**src/hdl/upd_pkg.sv**
```systemverilog
// Shared types, character constants and the hex digit helper of the percent decoder.
package upd_pkg;

  // Characters with a meaning of their own in the encoded stream.
  localparam logic [7:0] CharPercent = 8'h25;
  localparam logic [7:0] CharPlus    = 8'h2B;
  localparam logic [7:0] CharSpace   = 8'h20;

  // Most decoded bytes that one raw byte can cause.
  localparam int unsigned MaxGroup = 3;

  // One raw byte of the encoded stream.
  typedef struct packed {
    logic [7:0] in_byte;
    logic       in_last;
  } upd_in_t;

  // One decoded byte.
  typedef struct packed {
    logic [7:0] out_byte;
    logic       run_end;
    logic       stream_end;
  } upd_out_t;

  // The decoded bytes caused by one raw byte, as the front end hands them on.
  typedef struct packed {
    logic [MaxGroup-1:0][7:0] data;
    logic [1:0]               count;
    logic                     last;
  } upd_grp_t;

  // Escape tracking: nothing pending, '%' seen, '%' and one byte seen.
  typedef enum logic [2:0] {
    PhIdle = 3'b001,
    PhPct  = 3'b010,
    PhHeld = 3'b100
  } upd_phase_e;

  // Value of a hex digit in the low four bits; bit four is set if the byte is no digit.
  function automatic logic [4:0] hex_value(input logic [7:0] c);
    logic [7:0] v;
    begin
      v = 8'h10;
      if (c >= 8'h30 && c <= 8'h39) begin
        v = c - 8'd48;
      end else if (c >= 8'h41 && c <= 8'h46) begin
        v = c - 8'd55;
      end else if (c >= 8'h61 && c <= 8'h66) begin
        v = c - 8'd87;
      end
      return v[4:0];
    end
  endfunction

endpackage

```
**src/hdl/upd_front.sv**
```systemverilog
// Front end: takes raw bytes, tracks escapes and builds the group of decoded bytes.
module upd_front import upd_pkg::*; (
  input  logic     clk_i,
  input  logic     rst_ni,
  input  logic     in_valid_i,
  output logic     in_stall_o,
  input  upd_in_t  in_req_i,
  output logic     push_o,
  output upd_grp_t grp_o,
  input  logic     full_i
);

  upd_phase_e phase_q, phase_d;
  logic [7:0] held_q, held_d;
  logic       accept;
  logic [7:0] b;
  logic       last;
  logic [4:0] hi_val;
  logic [4:0] lo_val;
  logic       plain_emit;
  logic [7:0] plain_byte;
  logic       plain_open;
  logic [1:0] n;

  assign b          = in_req_i.in_byte;
  assign last       = in_req_i.in_last;
  assign in_stall_o = full_i;
  assign accept     = in_valid_i && !full_i;
  assign hi_val     = hex_value(held_q);
  assign lo_val     = hex_value(b);

  // Rules for a byte with no escape pending.
  always_comb begin
    plain_emit = 1'b1;
    plain_open = 1'b0;
    plain_byte = b;
    if (b == CharPercent) begin
      plain_emit = last;
      plain_open = !last;
    end else if (b == CharPlus) begin
      plain_byte = CharSpace;
    end
  end

  // Build the group of decoded bytes and the next escape state.
  always_comb begin
    grp_o   = '0;
    n       = 2'd0;
    phase_d = phase_q;
    held_d  = held_q;
    unique case (phase_q)
      PhPct: begin
        if (last) begin
          grp_o.data[n] = CharPercent;
          n = n + 2'd1;
          grp_o.data[n] = b;
          n = n + 2'd1;
          phase_d = PhIdle;
        end else begin
          held_d  = b;
          phase_d = PhHeld;
        end
      end
      PhHeld: begin
        if (!hi_val[4] && !lo_val[4]) begin
          grp_o.data[n] = {hi_val[3:0], lo_val[3:0]};
          n = n + 2'd1;
          phase_d = PhIdle;
        end else begin
          grp_o.data[n] = CharPercent;
          n = n + 2'd1;
          if (held_q == CharPercent) begin
            // The held byte opens a new escape, and this byte follows it.
            if (last) begin
              grp_o.data[n] = CharPercent;
              n = n + 2'd1;
              grp_o.data[n] = b;
              n = n + 2'd1;
              phase_d = PhIdle;
            end else begin
              held_d  = b;
              phase_d = PhHeld;
            end
          end else begin
            grp_o.data[n] = (held_q == CharPlus) ? CharSpace : held_q;
            n = n + 2'd1;
            if (plain_emit) begin
              grp_o.data[n] = plain_byte;
              n = n + 2'd1;
            end
            phase_d = plain_open ? PhPct : PhIdle;
          end
        end
      end
      default: begin
        if (plain_emit) begin
          grp_o.data[n] = plain_byte;
          n = n + 2'd1;
        end
        phase_d = plain_open ? PhPct : PhIdle;
      end
    endcase
    if (last) begin
      phase_d = PhIdle;
    end
    grp_o.count = n;
    grp_o.last  = last;
  end

  assign push_o = accept && (n != 2'd0);

  // Escape state advances on each accepted byte.
  always_ff @(posedge clk_i or negedge rst_ni) begin
    if (!rst_ni) begin
      phase_q <= PhIdle;
      held_q  <= '0;
    end else if (accept) begin
      phase_q <= phase_d;
      held_q  <= held_d;
    end
  end

endmodule

```
**src/hdl/upd_fifo.sv**
```systemverilog
// Short queue of decoded byte groups between the front and back ends.
module upd_fifo import upd_pkg::*; #(
  parameter int unsigned Depth = 4
) (
  input  logic     clk_i,
  input  logic     rst_ni,
  input  logic     push_i,
  input  upd_grp_t data_i,
  output logic     full_o,
  input  logic     pop_i,
  output logic     empty_o,
  output upd_grp_t data_o
);

  localparam int unsigned PtrW = (Depth > 1) ? $clog2(Depth) : 1;
  localparam int unsigned CntW = $clog2(Depth + 1);
  localparam logic [PtrW-1:0] PtrLast = PtrW'(Depth - 1);
  localparam logic [CntW-1:0] CntFull = CntW'(Depth);

  upd_grp_t        mem_q [Depth];
  logic [PtrW-1:0] wr_ptr_q, rd_ptr_q;
  logic [CntW-1:0] cnt_q;
  logic            do_push;
  logic            do_pop;

  assign full_o  = (cnt_q == CntFull);
  assign empty_o = (cnt_q == '0);
  assign do_push = push_i && !full_o;
  assign do_pop  = pop_i && !empty_o;
  assign data_o  = mem_q[rd_ptr_q];

  // Storage, written at the tail.
  always_ff @(posedge clk_i) begin
    if (do_push) begin
      mem_q[wr_ptr_q] <= data_i;
    end
  end

  // Pointers and fill count.
  always_ff @(posedge clk_i or negedge rst_ni) begin
    if (!rst_ni) begin
      wr_ptr_q <= '0;
      rd_ptr_q <= '0;
      cnt_q    <= '0;
    end else begin
      if (do_push) begin
        wr_ptr_q <= (wr_ptr_q == PtrLast) ? '0 : wr_ptr_q + 1'b1;
      end
      if (do_pop) begin
        rd_ptr_q <= (rd_ptr_q == PtrLast) ? '0 : rd_ptr_q + 1'b1;
      end
      if (do_push && !do_pop) begin
        cnt_q <= cnt_q + 1'b1;
      end else if (do_pop && !do_push) begin
        cnt_q <= cnt_q - 1'b1;
      end
    end
  end

endmodule

```
**src/hdl/upd_back.sv**
```systemverilog
// Back end: sends the bytes of each queued group out one at a time.
module upd_back import upd_pkg::*; (
  input  logic     clk_i,
  input  logic     rst_ni,
  input  logic     empty_i,
  input  upd_grp_t grp_i,
  output logic     pop_o,
  output logic     out_valid_o,
  input  logic     out_stall_i,
  output upd_out_t out_req_o
);

  logic       out_valid_q, out_valid_d;
  upd_out_t   out_q, out_d;
  logic [1:0] idx_q, idx_d;
  logic       load;
  logic       final_byte;

  assign load       = !out_valid_q || !out_stall_i;
  assign final_byte = (idx_q == grp_i.count - 2'd1);

  // Pick the next byte of the head group whenever the output register frees up.
  always_comb begin
    out_valid_d = out_valid_q;
    out_d       = out_q;
    idx_d       = idx_q;
    pop_o       = 1'b0;
    if (load) begin
      out_valid_d = !empty_i;
      if (!empty_i) begin
        out_d.out_byte   = grp_i.data[idx_q];
        out_d.run_end    = final_byte;
        out_d.stream_end = final_byte && grp_i.last;
        if (final_byte) begin
          pop_o = 1'b1;
          idx_d = '0;
        end else begin
          idx_d = idx_q + 2'd1;
        end
      end
    end
  end

  // Output register and position within the head group.
  always_ff @(posedge clk_i or negedge rst_ni) begin
    if (!rst_ni) begin
      out_valid_q <= 1'b0;
      idx_q       <= '0;
    end else begin
      out_valid_q <= out_valid_d;
      idx_q       <= idx_d;
    end
  end

  always_ff @(posedge clk_i) begin
    out_q <= out_d;
  end

  assign out_valid_o = out_valid_q;
  assign out_req_o   = out_q;

endmodule

```
**src/hdl/url_percent_decoder.sv**
```systemverilog
// Top level of the streaming URL percent decoder.
// The decoder takes one raw byte per cycle while its queue is not full, and sends out
// one decoded byte per cycle while the output is not stalled. A raw byte causes zero
// to three decoded bytes: a '+' becomes a space, a '%' and two hex digits become one
// byte, a '%' with a bad digit comes out literally and its two held bytes are decoded
// again, and a '%' cut short by the end of the stream comes out raw with the bytes
// after it. The front end classifies each byte in the cycle it is accepted and writes
// the group of its decoded bytes into a queue of FifoDepth entries; the back end reads
// one byte per cycle from the queue head into the output register while the output is
// not stalled. So each decoded byte passes through a queue entry and then the output
// register. The input stalls only while the queue is full, which happens when groups
// of two or three bytes arrive faster than the output drains them. run_end marks the
// last decoded byte of each raw byte, and stream_end marks the last one of the stream.
module url_percent_decoder import upd_pkg::*; #(
  parameter int unsigned FifoDepth = 4
) (
  input  logic     clk_i,
  input  logic     rst_ni,
  input  logic     in_valid_i,
  output logic     in_stall_o,
  input  upd_in_t  in_req_i,
  output logic     out_valid_o,
  input  logic     out_stall_i,
  output upd_out_t out_req_o
);

  logic     push;
  logic     full;
  logic     pop;
  logic     empty;
  upd_grp_t grp_wr;
  upd_grp_t grp_rd;

  // Byte classification and escape tracking.
  upd_front u_front (
    .clk_i      (clk_i),
    .rst_ni     (rst_ni),
    .in_valid_i (in_valid_i),
    .in_stall_o (in_stall_o),
    .in_req_i   (in_req_i),
    .push_o     (push),
    .grp_o      (grp_wr),
    .full_i     (full)
  );

  // Queue of decoded byte groups.
  upd_fifo #(
    .Depth (FifoDepth)
  ) u_fifo (
    .clk_i   (clk_i),
    .rst_ni  (rst_ni),
    .push_i  (push),
    .data_i  (grp_wr),
    .full_o  (full),
    .pop_i   (pop),
    .empty_o (empty),
    .data_o  (grp_rd)
  );

  // Serialization onto the output channel.
  upd_back u_back (
    .clk_i       (clk_i),
    .rst_ni      (rst_ni),
    .empty_i     (empty),
    .grp_i       (grp_rd),
    .pop_o       (pop),
    .out_valid_o (out_valid_o),
    .out_stall_i (out_stall_i),
    .out_req_o   (out_req_o)
  );

endmodule
```
**config.mk**
```make
export PLATFORM = sky130hd
export DESIGN_NAME = url_percent_decoder
export DESIGN_NICKNAME = d
export VERILOG_FILES = /design/src/hdl/upd_pkg.sv /design/src/hdl/upd_front.sv /design/src/hdl/upd_fifo.sv /design/src/hdl/upd_back.sv /design/src/hdl/url_percent_decoder.sv
export SDC_FILE = /design/constraint.sdc
export NUM_CORES = 1
export LEC_CHECK = 0
export ABC_CLOCK_PERIOD_IN_PS = 4019
export BUFFER_PORTS_ARGS = -buffer_cell sky130_fd_sc_hd__buf_4
export CORE_MARGIN = 3
export CORE_UTILIZATION = 50
export DETAILED_ROUTE_END_ITERATION = 16
export PLACE_DENSITY = 0.72
export SLEW_MARGIN = 0
export SYNTH_ARGS = -nofsm -noshare
export SYNTH_HDL_FRONTEND = slang
export SYNTH_SLANG_ARGS = --single-unit
```
**constraint.sdc**
```tcl
create_clock -name clk_i -period 4.02 [get_ports clk_i]
set_clock_uncertainty 0.15 [all_clocks]
set_input_delay 0.201 -clock clk_i [delete_from_list [all_inputs] [get_ports clk_i]]
set_output_delay 0.201 -clock clk_i [all_outputs]
set_load 0.005 [all_outputs]
```
**After elaboration in Yosys (flattened, before gate mapping)**

Memories as Yosys holds them, arrays and structs flattened.
Cells that the tools add are included.

- Register bits after elaboration: 31
- Bits in writable memories: 108
- Input bits: 13
- Output and inout bits: 12
- Word-level logic and storage cells: 126
- Memories kept: 1

Memory list:

| memory | depth | bits a word | read ports | clocked after Yosys merged registers in | wr ports | RTL line | RTL |
|---|---|---|---|---|---|---|---|
| u_fifo.mem_q | 4 | 27 | 1 | 0 | 1 | upd_fifo.sv:20 | `upd_grp_t mem_q [Depth];` |

- Add/subtract/negate cells: 12
- Magnitude comparators: 13
- Eq/ne operators: 12
- Multiplexer cells: 47
- Bitwise operators: 1
- Reductions and logical operators: 30

Operators with widths:

| cell | number |
|---|---|
| 8-bit 2-to-1 mux | 10 |
| 16-bit 2-to-1 mux | 3 |
| 8-bit case mux with 2 select lines | 3 |
| 8-bit by 6-bit equality test with 1-bit output (second input constant) | 4 |
| 8-bit by 7-bit >= comparator with 1-bit output (second input constant) | 4 |
| 8-bit by 7-bit less-or-equal comparator with 1-bit output (second input constant) | 4 |
| 5-bit 2-to-1 mux | 6 |
| 5-bit subtractor (second input constant) | 6 |
| 8-bit binary-select mux with 2-bit select | 1 |
| 8-bit by 6-bit >= comparator with 1-bit output (second input constant) | 2 |
| 8-bit by 6-bit less-or-equal comparator with 1-bit output (second input constant) | 2 |
| 2-bit 2-to-1 mux | 8 |
| 3-bit 2-to-1 mux | 5 |
| 1-bit logical AND | 14 |
| 1-bit zero test | 9 |
| 1-bit 2-to-1 mux | 9 |
| 2-bit by 1-bit adder with 2-bit output (second input constant) | 3 |
| 3-bit equality test (second input constant) | 2 |
| 3-bit case mux with 2 select lines | 1 |
| 2-bit nonzero test | 3 |
| 2-bit equality test (second input constant) | 2 |
| 2-bit case mux with 2 select lines | 1 |
| 4-bit AND reduction | 1 |
| 3-bit by 1-bit adder with 3-bit output (second input constant) | 1 |
| 11 further kinds | 11 |

**Logic depth before layout (Yosys ltp)**

- Depth after elaboration: 16
- Depth in mapped cells: 14
- Depth with buffers taken out: 13

**By module**

A second synthesis with hierarchy kept.

- Cell total of the unflattened synthesis: 390
- Area, all modules: 6,278.5 µm²

Modules (own cells, without submodules):

| module | times used | cells an instance | area each (µm²) | seq. area each (µm²) |
|---|---|---|---|---|
| upd_fifo | 1 | 178 | 4,336.7 | 3,418.3 |
| upd_front | 1 | 153 | 1,287.5 | 276.5 |
| upd_back | 1 | 59 | 654.4 | 375.4 |

**Worst setup path before layout**

OpenSTA, ideal clock, no wires.

- Path kind: register to register
- Start: register u_front.held_q[1]
- End: memory u_fifo.mem_q[3][0] (netlist name), enable pin
- Setup time: 0.386 ns
- Data arrival time: 2.586 ns
- Data required time: 3.484 ns
- Setup slack: 0.898 ns
- Stages on the path, launching flop included: 9
- Path buffers: 0
- Period minus slack after synthesis: 3.122 ns
- Cell sequence: dfrtp_1 -> inv_1 -> ha_1 -> o21bai_1 -> a211oi_2 -> a31o_2 -> a311oi_4 -> o31a_4 -> and2_1

- Word-level cells in the longest chain between the ends: 14
- Elaborated cells on any way between the ends: 26
- Those cells by class: add/sub (3); order compare (6); eq/ne (1); mux (8); reduce/logical (8)

RTL lines:

| item | RTL line | RTL |
|---|---|---|
| start: declaration | upd_front.sv:14 | `logic [7:0] held_q, held_d;` |
| start signal: assignment | upd_front.sv:119 | `held_q <= held_d;` |
| 8-bit by 7-bit >= comparator with 1-bit output / 8-bit by 7-bit less-or-equal comparator with 1-bit output (equally long branches) | upd_pkg.sv:48 | `end else if (c >= 8'h61 && c <= 8'h66) begin` |
| 1-bit logical AND | upd_pkg.sv:48 |  |
| 5-bit 2-to-1 mux | upd_pkg.sv:48 |  |
| 5-bit 2-to-1 mux | upd_pkg.sv:46 | `end else if (c >= 8'h41 && c <= 8'h46) begin` |
| 5-bit 2-to-1 mux | upd_pkg.sv:44 | `if (c >= 8'h30 && c <= 8'h39) begin` |
| 1-bit zero test | upd_front.sv:65 | `if (!hi_val[4] && !lo_val[4]) begin` |
| 1-bit logical AND | upd_front.sv:65 |  |
| 2-bit 2-to-1 mux * | upd_front.sv:65 |  |
| 2-bit case mux with 2 select lines * | upd_front.sv:51 | `unique case (phase_q)` |
| 2-bit nonzero test * | upd_front.sv:110 | `assign push_o = accept && (n != 2'd0);` |
| 1-bit logical AND * | upd_front.sv:110 |  |
| 1-bit logical AND * | upd_fifo.sv:28 | `assign do_push = push_i && !full_o;` |
| net u_fifo.do_push | upd_fifo.sv:23 | `logic do_push;` |
| 1-bit 2-to-1 mux * | upd_fifo.sv:34 | `if (do_push) begin` |
| 1-bit 2-to-1 mux (not written as such) * | upd_fifo.sv:35 | `mem_q[wr_ptr_q] <= data_i;` |
| end: declaration | upd_fifo.sv:20 |  |

Mark *: on every way through the listed nets, which the timed path passes. The rest lies on a longest branch.

**Worst setup path after layout**

- Start: register u_front.held_q[0]
- End: register u_fifo.cnt_q[2]

- Word-level cells in the longest chain between the ends: 15
- Elaborated cells on any way between the ends: 29
- Those cells by class: add/sub (3); order compare (6); eq/ne (1); mux (7); reduce/logical (12)

RTL lines:

| item | RTL line | RTL |
|---|---|---|
| 8-bit by 7-bit >= comparator with 1-bit output / 8-bit by 7-bit less-or-equal comparator with 1-bit output (equally long branches) | upd_pkg.sv:48 |  |
| 1-bit logical AND | upd_pkg.sv:48 |  |
| 5-bit 2-to-1 mux | upd_pkg.sv:48 |  |
| 5-bit 2-to-1 mux | upd_pkg.sv:46 |  |
| 5-bit 2-to-1 mux | upd_pkg.sv:44 |  |
| 1-bit zero test | upd_front.sv:65 |  |
| 1-bit logical AND | upd_front.sv:65 |  |
| 2-bit 2-to-1 mux * | upd_front.sv:65 |  |
| 2-bit case mux with 2 select lines * | upd_front.sv:51 |  |
| 2-bit nonzero test * | upd_front.sv:110 |  |
| 1-bit logical AND * | upd_front.sv:110 |  |
| 1-bit logical AND * | upd_fifo.sv:28 |  |
| net u_fifo.do_push | upd_fifo.sv:23 |  |
| 1-bit zero test | upd_fifo.sv:54 | `end else if (do_pop && !do_push) begin` |
| 1-bit logical AND | upd_fifo.sv:54 |  |
| 2-bit nonzero test (no source line) | - |  |
| end signal: assignment | upd_fifo.sv:53 | `cnt_q <= cnt_q + 1'b1;` |
| end signal: assignment | upd_fifo.sv:55 | `cnt_q <= cnt_q - 1'b1;` |
| end: declaration | upd_fifo.sv:22 | `logic [CntW-1:0] cnt_q;` |

Marks and branches as above.
A chain may end at the register's enable or synchronous reset.

==> metrics.cfg <==
[status]
status=finished, final reports clean

[critical_path]
rr_worst_depth=13
reg2reg_from=u_front.held_q[0]
crit_type=register to register
critPathArrivalTime_ns=3.65
rrSetupSlack_ns=0.56
critPathCaptureType=register
regToRegEndpoint=u_fifo.cnt_q[2]
max_stage_delay_ns=0.50
worst_setup_path_start_kind=register
path_cells=inv_1 -> ha_1 -> o21bai_1 -> a211oi_2 -> a31o_2 -> a311oi_4 -> o31a_4 -> ha_1 -> inv_1 -> fa_1 -> xor2_1 -> nor2_1 -> xor2_1
cp.required_ns=4.21
crit_slowest_cell=a311oi_4
worstPathMaxFanout=10

[synth]
muxShareOfSynthArea_pct=13.0
synthCells=396
synth_edf_count=118
synth_xor_area_share_pct=0.834
async_flop_share_pct=15.1
synth_top_area_share_pct=56.3
synth_common_cells=118 x edfxtp_1, 27 x mux4_2, 23 x nand2_1, 21 x inv_1, 20 x dfrtp_1
syn_avg_cell_area_um2=15.9
yosysSeqAreaShare_pct=64.6
synth_fp_nets=424
synth.most_common_cell=edfxtp_1
synth.area.top_cells=edfxtp_1 56%, mux4_2 9.7%, dfrtp_1 7.9%
yosys.area_share.simple_pct=8.01
yosysWarnings=0
synth_cell_types=62
synth_top_family_by_area=multiplexers
synthAdderAreaFrac_pct=3.10
ys_ff_latch=139
synth_ff_type=edfxtp_1
syn_area_um2=6300
synth-compound-area-share_pct=8.05
synth_top_cell_by_area=edfxtp_1

[timing]
finalCriticalPeriod_ns=3.46
worst_slew_pin_slew_ns=0.837
fin_tns_setup_ns=0
hold_violations=0
rsz0062_at_grt=no
setup_viol=0
fmax_ghz=0.289
relSlewSlack_pct=44.0
fin_crit_sh_pct=86.1
slew_violations=0

[pwr]
p_leak_uw=0.00273
powerDensity_nw_per_um2=692
irDropWorstVdd_mv=0.409

[clock_tree]
post_cts_resized=0
path_clk_slew_ns=0.06
cts_htree_levels=4
clock-sinks=139
root_buffer=clkbuf_16
ctsHoldBuffers=11
cts_inserted_buffers=17
tritoncts=done
cts_setup_buffers=0
clockBufferDepth=2
insertion_delay_ns=0.42

[die]
start_util_pct=51.8
core_um2=12200
die_area_um2=14000
rows=40
io_pins=25
die_x_um=118
die_y_um=118

[hold_path]
hp-class=primary input to register
min_to=u_front.phase_q[1]
holdPathStages=4
min-delay-start=in_valid_i

[global_routing]
grt_remaining_overflow=0
grt_pass1_vias=3754
grt_max_degree=28
antenna_found_initial=0
grt_usage_pct=19.5
busiest_layer=met2
grt_util_met2_pct=30.7
grt_use_met3_pct=4.78
grt_pass1_wl_um=20600
grtUsageMet1_pct=26.6

[final_layout]
layout.nets=469
layout-drive-gt1-share_pct=25.3
fillCellCount=904
postLayoutCellArea_um2=7440
n_antenna_cell=0
area_delta_synth_final_pct=18.2

[routing]
drtIter0Drc=372
route.detailed.drc=0
first_pass_iters=5
wl_per_cell_um=20.7
antenna_left=0
via_count=3635
via_per_inst=5.84
finalWirelength_um=12900

[place]
placed_area_um2=6680
routabilityCongestion=0.891
port_buffers=24
place_hpwl_um=8290

[job]
drv_cap=0

[how the worst max path moves through the flow]
stage / startpoint / end / slack [ns] / depth (start not counted)
2_1_floorplan: u_front.held_q[1] / u_fifo.mem_q[3][0] / 0.90 / 8
3_3_place_gp: u_front.held_q[1] / u_fifo.cnt_q[2] / 0.72 / 13
3_5_place_dp: u_front.held_q[1] / u_fifo.cnt_q[2] / 0.60 / 13
4_1_cts: u_front.held_q[1] / u_fifo.cnt_q[2] / 0.56 / 13
5_1_grt: u_front.held_q[0] / u_fifo.cnt_q[2] / 0.31 / 13
6_report: u_front.held_q[0] / u_fifo.cnt_q[2] / 0.56 / 13
[flip-flops by register name, indices dropped and copies added (netlist names)]
name	cells
u_fifo.cnt_q	3
u_fifo.wr_ptr_q	2
u_back.out_valid_o	1
u_fifo.mem_q	108
u_back.out_req_o	10
u_front.phase_q	3
u_front.held_q	8
u_fifo.rd_ptr_q	2
u_back.idx_q	2
[area by class of cell]
| class | count | area, µm² | share of cell area (%) |
|---|---|---|---|
| inverters | 21 | 78.8 | 1.06 |
| clock inverters | 13 | 223 | 2.99 |
| clock buffers | 19 | 433 | 5.82 |
| multi-input cells | 219 | 2080 | 27.9 |
| well taps | 168 | 210 | 2.82 |
| flip-flops and latches | 139 | 4070 | 54.7 |
| repair buffers | 43 | 350 | 4.71 |
[through the flow]
step	cells	utilization [%]	total power [µW]	worst slack [ns]	hold slack (ns)
final	622	61.2	5150	0.559	0.0637
after floorplan	396	-	3030	0.898	-0.245
after global routing	622	61.2	5400	0.313	0.0868
after detailed placement	579	54.9	3460	0.601	-0.0432
after global placement	579	54.9	3410	0.721	-0.0469
after CTS	622	61.2	5210	0.557	0.0485
[cells by family (layout without fill, tap and decap cells)]
| family | count (synthesis) | count (layout) |
|---|---|---|
| buf+inv | 38 | 96 |
| simple gates | 86 | 86 |
| xor+xnor | 6 | 6 |
| flops | 139 | 139 |
| mux | 46 | 46 |
| compound gates | 66 | 66 |
| fa+ha+maj | 15 | 15 |
[worst max-delay path, delay by kind of cell, from the launching register on]
kind	cells	cell delay [ns]
AO/OA/AOI/OAI	5	1.35
adder cells (fa/ha/maj)	3	0.80
flip-flops	1	0.44
XOR/XNOR	2	0.31
buffers and inverters	2	0.20
AND/OR/NAND/NOR	1	0.11
[routing by layer]
metal	part of all wire (%)	vias up
met3	6.0	16
met5	0	-
met1	42	1869
li1	-	1630
met2	51	120
met4	1.3	0
[placed cells by master (no fill, tap or decap), drive strengths merged, types with 7 or more instances in the layout]
cell type / synthesis / routed
mux2i: 9 / 9
nand2: 23 / 23
o22ai: 10 / 10
buf: 7 / 32
o21ai: 12 / 12
mux2: 10 / 10
mux4: 27 / 27
a21oi: 8 / 8
nor2: 16 / 16
clkbuf: 10 / 19
ha: 14 / 14
dlygate4sd3: 0 / 11
edfxtp: 118 / 118
and3: 7 / 7
dfrtp: 20 / 20
and2: 9 / 9
inv: 21 / 21
[power breakdown]
part	switching (µW)	leakage (µW)	internal, µW
registers	160	0.00135	1950
logic	676	0.00107	646
clock network	559	0.000316	1160
total	1390	0.00273	3750
(Power assumes the default switching activity.)
